## src/sv/hsvrgb_pkg.sv

```systemverilog
// Shared constants, sector and distance types for the HSV to RGB pipeline.
package hsvrgb_pkg;

  localparam int unsigned HueW    = 9;
  localparam int unsigned FracW   = 9;
  localparam int unsigned ChanW   = 8;
  localparam int unsigned DistW   = 6;   // 0..60
  localparam int unsigned KW      = 14;  // 0..15360
  localparam int unsigned ProdW   = 22;  // 0..3932160
  localparam int unsigned ScaledW = 30;  // 255 * product
  localparam int unsigned QW      = ScaledW - 16;
  localparam int unsigned RecipW  = 15;
  localparam int unsigned RecipSh = 20;

  localparam logic [HueW-1:0]    HueMax   = 9'd359;
  localparam logic [FracW-1:0]   FracOne  = 9'd256;
  localparam logic [DistW-1:0]   SecDeg   = 6'd60;
  localparam logic [KW-1:0]      KFull    = 14'd15360;   // 256 * 60
  localparam logic [RecipW-1:0]  Recip60  = 15'd17477;   // ceil(2^20 / 60)
  localparam logic [ChanW-1:0]   ChanMax  = 8'd255;

  typedef enum logic [2:0] {
    SEC_RY = 3'd0,
    SEC_YG = 3'd1,
    SEC_GC = 3'd2,
    SEC_CB = 3'd3,
    SEC_BM = 3'd4,
    SEC_MR = 3'd5
  } sector_t;

  // per-channel weight distance: chroma channel 0, secondary dist, empty 60
  typedef struct packed {
    logic [DistW-1:0] r;
    logic [DistW-1:0] g;
    logic [DistW-1:0] b;
  } chan_dist_t;

endpackage

```

## src/sv/hsvrgb_front.sv

```systemverilog
// Input clamping, hue sector decode and per-channel weight distance.
module hsvrgb_front (
  input  logic [hsvrgb_pkg::HueW-1:0]  hue,
  input  logic [hsvrgb_pkg::FracW-1:0] saturation,
  input  logic [hsvrgb_pkg::FracW-1:0] brightness,
  output logic [hsvrgb_pkg::FracW-1:0] sat_clamp,
  output logic [hsvrgb_pkg::FracW-1:0] bri_clamp,
  output hsvrgb_pkg::chan_dist_t       wdist
);
  import hsvrgb_pkg::*;

  logic [HueW-1:0]  h;
  logic [HueW-1:0]  hm;
  logic [DistW-1:0] dd;
  sector_t          sector;

  always_comb begin
    h         = (hue > HueMax) ? HueMax : hue;
    sat_clamp = (saturation > FracOne) ? FracOne : saturation;
    bri_clamp = (brightness > FracOne) ? FracOne : brightness;

    if (h >= 9'd300)      sector = SEC_MR;
    else if (h >= 9'd240) sector = SEC_BM;
    else if (h >= 9'd180) sector = SEC_CB;
    else if (h >= 9'd120) sector = SEC_GC;
    else if (h >= 9'd60)  sector = SEC_YG;
    else                  sector = SEC_RY;

    // hue mod 120
    if (h >= 9'd240)      hm = h - 9'd240;
    else if (h >= 9'd120) hm = h - 9'd120;
    else                  hm = h;

    if (hm >= {3'd0, SecDeg}) dd = DistW'(hm - {3'd0, SecDeg});
    else                      dd = DistW'({3'd0, SecDeg} - hm);

    unique case (sector)
      SEC_RY: wdist = '{r: '0,     g: dd,     b: SecDeg};
      SEC_YG: wdist = '{r: dd,     g: '0,     b: SecDeg};
      SEC_GC: wdist = '{r: SecDeg, g: '0,     b: dd};
      SEC_CB: wdist = '{r: SecDeg, g: dd,     b: '0};
      SEC_BM: wdist = '{r: dd,     g: SecDeg, b: '0};
      SEC_MR: wdist = '{r: '0,     g: SecDeg, b: dd};
      default: wdist = '{r: SecDeg, g: SecDeg, b: SecDeg};
    endcase
  end

endmodule

```

## src/sv/hsvrgb_chan.sv

```systemverilog
// Four-stage scaling pipe for one channel: floor(255*v*(15360 - s*d) / 3932160).
module hsvrgb_chan (
  input  logic                         clk,
  input  logic [3:0]                   en,
  input  logic [hsvrgb_pkg::FracW-1:0] sat,
  input  logic [hsvrgb_pkg::FracW-1:0] bri,
  input  logic [hsvrgb_pkg::DistW-1:0] wdist,
  output logic [hsvrgb_pkg::ChanW-1:0] chan
);
  import hsvrgb_pkg::*;

  logic [KW-1:0]             k;
  logic [FracW-1:0]          bri2;
  logic [ProdW-1:0]          prod;
  logic [QW-1:0]             q;
  logic [KW-1:0]             sd;
  logic [ScaledW-1:0]        scaled;
  logic [QW+RecipW-1:0]      qm;
  logic [QW+RecipW-RecipSh-1:0] quot;

  always_comb begin
    sd     = KW'(sat) * KW'(wdist);
    scaled = ({prod, 8'd0}) - ScaledW'(prod);
    qm     = (QW+RecipW)'(q) * (QW+RecipW)'(Recip60);
    quot   = qm[QW+RecipW-1:RecipSh];
  end

  always_ff @(posedge clk) begin
    if (en[0]) begin
      k    <= KFull - sd;
      bri2 <= bri;
    end
    if (en[1]) begin
      prod <= ProdW'(bri2) * ProdW'(k);
    end
    if (en[2]) begin
      q <= scaled[ScaledW-1:16];
    end
    if (en[3]) begin
      chan <= (quot > {1'b0, ChanMax}) ? ChanMax : quot[ChanW-1:0];
    end
  end

endmodule

```

## src/sv/hsv_to_rgb_converter_unit.sv

```systemverilog
// HSV to RGB converter top level: five-stage pipeline with per-stage valid bits.
// An input transfer reaches out_valid after passing through every stage register in order.
// Throughput: one color per cycle; a stalled output only fills empty stages behind it.
// Stages: clamp/sector, s*d, v*K, scale by 255, divide by 60 via reciprocal multiply.
// Reset (rst, synchronous) clears all stage valid bits; data registers are not reset.
module hsv_to_rgb_converter_unit (
  input  logic                         clk,
  input  logic                         rst,
  input  logic                         in_valid,
  output logic                         in_ready,
  input  logic [hsvrgb_pkg::HueW-1:0]  hue,
  input  logic [hsvrgb_pkg::FracW-1:0] saturation,
  input  logic [hsvrgb_pkg::FracW-1:0] brightness,
  output logic                         out_valid,
  input  logic                         out_ready,
  output logic [hsvrgb_pkg::ChanW-1:0] red,
  output logic [hsvrgb_pkg::ChanW-1:0] green,
  output logic [hsvrgb_pkg::ChanW-1:0] blue
);
  import hsvrgb_pkg::*;

  localparam int unsigned Stages = 5;

  logic [Stages-1:0] vld;
  logic [Stages-1:0] adv;

  logic [FracW-1:0] sat_c;
  logic [FracW-1:0] bri_c;
  chan_dist_t       dist_c;

  logic [FracW-1:0] sat1;
  logic [FracW-1:0] bri1;
  chan_dist_t       dist1;

  // a stage takes new data when it is empty or its contents move on
  always_comb begin
    adv[Stages-1] = !vld[Stages-1] || out_ready;
    for (int i = Stages-2; i >= 0; i--) begin
      adv[i] = !vld[i] || adv[i+1];
    end
  end

  assign in_ready  = adv[0];
  assign out_valid = vld[Stages-1];

  always_ff @(posedge clk) begin
    if (rst) begin
      vld <= '0;
    end else begin
      if (adv[0]) vld[0] <= in_valid;
      for (int i = 1; i < Stages; i++) begin
        if (adv[i]) vld[i] <= vld[i-1];
      end
    end
  end

  hsvrgb_front u_front (
    .hue        (hue),
    .saturation (saturation),
    .brightness (brightness),
    .sat_clamp  (sat_c),
    .bri_clamp  (bri_c),
    .wdist      (dist_c)
  );

  always_ff @(posedge clk) begin
    if (adv[0]) begin
      sat1  <= sat_c;
      bri1  <= bri_c;
      dist1 <= dist_c;
    end
  end

  hsvrgb_chan u_red (
    .clk   (clk),
    .en    (adv[Stages-1:1]),
    .sat   (sat1),
    .bri   (bri1),
    .wdist (dist1.r),
    .chan  (red)
  );

  hsvrgb_chan u_green (
    .clk   (clk),
    .en    (adv[Stages-1:1]),
    .sat   (sat1),
    .bri   (bri1),
    .wdist (dist1.g),
    .chan  (green)
  );

  hsvrgb_chan u_blue (
    .clk   (clk),
    .en    (adv[Stages-1:1]),
    .sat   (sat1),
    .bri   (bri1),
    .wdist (dist1.b),
    .chan  (blue)
  );

  // an input transfer always lands in the first stage
  a_in_lands: assert property (@(posedge clk) disable iff (rst)
    in_valid && in_ready |=> vld[0])
    else $error("input transfer not captured in first stage");

  // with the output free to drain, the whole pipe moves
  a_drain_free: assert property (@(posedge clk) disable iff (rst)
    out_ready |-> in_ready)
    else $error("input stalled while output is accepted");

  // backpressure at the input only comes from a full pipe behind a held output
  a_stall_full: assert property (@(posedge clk) disable iff (rst)
    !in_ready |-> (vld == '1) && !out_ready)
    else $error("input stalled with a bubble in the pipe");

  // an item in the next-to-last stage reaches the output when it is empty
  a_bubble_fill: assert property (@(posedge clk) disable iff (rst)
    vld[Stages-2] && !vld[Stages-1] |=> vld[Stages-1])
    else $error("item did not advance into empty output stage");

endmodule
```

## config.mk

```make
export PLATFORM = sky130hd
export DESIGN_NAME = hsv_to_rgb_converter_unit
export DESIGN_NICKNAME = d
export VERILOG_FILES = /design/src/sv/hsvrgb_pkg.sv /design/src/sv/hsvrgb_front.sv /design/src/sv/hsvrgb_chan.sv /design/src/sv/hsv_to_rgb_converter_unit.sv
export SDC_FILE = /design/constraint.sdc
export NUM_CORES = 2
export LEC_CHECK = 0
export ABC_AREA = 1
export BUFFER_PORTS_ARGS = -buffer_cell sky130_fd_sc_hd__buf_2
export CAP_MARGIN = 20
export CORE_MARGIN = 3
export CORE_UTILIZATION = 65
export CTS_CLUSTER_DIAMETER = 40
export DETAILED_ROUTE_END_ITERATION = 10
export PLACE_DENSITY = 0.83
export SETUP_SLACK_MARGIN = 0.1
export SYNTH_ARGS = -nofsm -noshare
export SYNTH_HDL_FRONTEND = slang
export SYNTH_SLANG_ARGS = --single-unit
```

## constraint.sdc

```tcl
create_clock -name clk -period 14.6 [get_ports clk]
set_input_delay 2.19 -clock clk [delete_from_list [all_inputs] [get_ports clk]]
set_output_delay 2.19 -clock clk [all_outputs]
set_load 0.01 [all_outputs]
```

==> results_dict.tcl <==
set metrics [dict create \
    status "complete, no violations" \
    synthMuxAreaShare_pct 0 \
    drt-total-wl_um 70700 \
    crit_required_ns 12.41 \
    drc_errors 0 \
    max_clock_freq_mhz 127 \
    die_y_um 236 \
    drtAntennaViolNets 0 \
    synth-compound-area-share_pct 6.29 \
    drtIter0Drc 1455 \
    hold_violations 0 \
    avgViaCountPerCell 5.45 \
    areaGrowthSynthToFinish_pct 6.19 \
    max-cap-violations 0 \
    rsz0062_at_grt "no" \
    cts_resized 0 \
    cpPeakStageDelay_ns 0.71 \
    netlist-cell-type-count 50 \
    first_pass_iters 6 \
    hp-class "register to register" \
    path_class "input port to primary output" \
    setup_tns_ns 0 \
    grt_usage_pct 25.9 \
    r2r_start "u_red.bri2[0]" \
    relSlewSlack_pct 34.7 \
    path_buf_inv 7 \
    core_um2 51700 \
    htreeDepth 2 \
    grt_pass1_vias 27187 \
    cts_hold_buffers 0 \
    slew_viol_final 0 \
    synth_seq_cells 224 \
    placementRows 83 \
    clk-insertion-delay-late_ns 0.55 \
    cts_tree "done" \
    synth_area_leaders "fa_1 23%, ha_1 19%, edfxtp_1 19%" \
    start_util_pct 66.2 \
    dieWidth_um 236 \
    slowest_stage "nand2_2" \
    gp_congestion 0.901 \
    place_hpwl_um 57100 \
    yosys.area_share.simple_pct 15.9 \
    setup_viol 0 \
    grt_pass1_wl_um 122000 \
    yosys.area.top_type "fa_1" \
    worst_path_most_repeated_cell "nor2_1" \
    skew_ns 0.0214 \
    synth-xor-area-share_pct 3.84 \
    synth_top_area_share_pct 23.2 \
    worstPathArrival_ns 5.69 \
    cts.clk_slew.worst_paths_ns 0.05 \
    clk_path_buf_depth 3 \
    crit_path_max_fanout 68 \
    syn_inst 4095 \
    endpoint_kind "primary output" \
    portBuffers 56 \
    mappedNetlistArea_um2 34200 \
    yosys.area_share.adder_pct 42.6 \
    vias 26105 \
    num-fill-cells 3894 \
    cts-buffers-inserted 41 \
    dieArea_um2 55500 \
    top_level_ports 57 \
    synth.avg_cell_area_um2 8.36 \
    grt.overflow.total 0 \
    drive_gt1_share_pct 4.33 \
    wire_per_inst_um 14.8 \
    postCtsSetupBuffers 0 \
    antenna_cells 0 \
    cp_cell_sequence "buf_2 > nor2_1 > inv_1 > nor2_1 > clkinv_1 > buf_4 > nor2_1 > inv_2 > buf_4 > nor2_1 > nand2_2 > buf_2" \
    synth_top_family_by_area "adder cells" \
    tightest_slew_ns 0.978 \
    ys_seq_area_share_pct 19.5 \
    crit_start "out_ready" \
    critPathTopFamily "buffers and inverters" \
    layout.nets 5038 \
    clockRootBuffer "clkbuf_16" \
    start_kind "input port" \
    period_minus_slack_ns 7.88 \
    synth_nets 5054 \
    cts_sinks 224 \
    antenna_found_initial 0 \
    grt_max_degree 69 \
    finalCritPeriodShare_pct 53.9 \
    hp-start "bri1[7]" \
    yosys_warnings 0 \
]
flip-flops by register name, indices dropped and copies added, names as in the netlist, 14 cells and up:
register,cells
u_blue.q,14
u_green.q,14
u_red.prod,22
u_green.prod,22
dist1,18
u_blue.prod,22
u_blue.k,14
u_red.k,14
u_green.k,14
u_red.q,14
cells by family (layout without fill, tap and decap cells):
family | count (synthesis) | in the layout
simple gates | 1339 | 1339
buf+inv | 1081 | 1096
fa+ha+maj | 928 | 928
compound gates | 373 | 373
flops | 224 | 224
xor+xnor | 150 | 150
routing by layer:
metal | share of wire (%) | GRT usage, % | vias up
met3 | 5.4 | 3.14 | 194
li1 | - | - | 12714
met1 | 42 | 32.6 | 12329
met4 | 3.0 | 8.59 | 0
met5 | 0 | 0 | -
met2 | 50 | 46.3 | 868
per-stage QoR:
step | util (%) | setup slack (ns) | hold WS [ns] | area (um^2) | std cells
2_1_floorplan | - | 6.15 | 0.400 | 34200 | 4095
3_3_place_gp | 67.6 | 6.75 | 0.400 | 35000 | 4715
3_5_place_dp | 67.6 | 6.69 | 0.405 | 35000 | 4715
4_1_cts | 70.3 | 6.66 | 0.416 | 36300 | 4789
5_1_grt | 70.3 | 6.35 | 0.419 | 36400 | 4790
6_report | 70.3 | 6.72 | 0.414 | 36400 | 4790
final timing paths:
kind	to	slack, ns	cells after the start
setup / recovery	in_ready	6.72	12
hold / removal	u_red.bri2[7]	0.41	0
setup reg to reg	u_blue.prod[16]	9.60	18
hold reg to reg	u_red.bri2[7]	0.41	0
synth_stat cells (all sizes together):
cell	n
inv	953
and3	2
a21oi	186
a211o	2
a31oi	13
xnor2	50
o2111ai	7
nand2	964
o31ai	7
clkbuf	121
fa	396
nor3	31
o21ai	93
nand3b	2
a211oi	4
edfxtp	219
o41ai	2
nand4	42
clkinv	1
a21o	17
nor4	11
xor2	100
nor2	181
o21a	10
o221ai	4
o21bai	11
or2	5
and2	2
nand3	99
dfxtp	5
buf	6
o22ai	4
o211ai	4
ha	532
a221oi	4
a21boi	5
layout make-up:
| type | count | area (um^2) | share of cell area (%) |
|---|---|---|---|
| multi-input cells | 2790 | 23500 | 64.6 |
| flip-flops and latches | 224 | 6680 | 18.4 |
| inverters | 954 | 3580 | 9.85 |
| clock buffers | 44 | 1060 | 2.91 |
| well taps | 680 | 851 | 2.34 |
| repair buffers | 68 | 383 | 1.05 |
| clock inverters | 30 | 313 | 0.860 |
cells in the final DEF, fill, tap and decap left out, types with 6 or more instances in the layout:
master and count:
buf_4 11, nor2_1 175, a21oi_1 183, o21bai_1 11, o21ai_0 91, o2111ai_1 7
nand2_2 9, nand4_1 42, a31oi_1 11, inv_2 9, buf_2 56, ha_1 532
xor2_1 100, o31ai_1 7, fa_1 396, edfxtp_1 219, nand2_1 954, clkinv_1 6
xnor2_1 50, nor4_1 11, nand3_1 94, nor3_1 31, clkinv_4 6, inv_6 6
clkinv_2 6, a21o_1 17, o21a_1 10, clkbuf_16 42, inv_1 943
worst reg2reg max path: stages (launching register included):
cell	delay, ns
edfxtp_1	0.33
buf_4	0.42
nand2_1	0.19
fa_1	0.55
inv_1	0.05
fa_1	0.51
inv_1	0.06
fa_1	0.53
inv_1	0.05
fa_1	0.45
ha_1	0.38
a21oi_1	0.19
o21a_1	0.14
o21ai_0	0.18
a21o_1	0.21
a21oi_1	0.20
o21ai_0	0.14
nor2_1	0.11
nor2_1	0.07
Power is not shown: default switching activity piles up to over one toggle a cycle in this logic, so the estimate is an artifact.
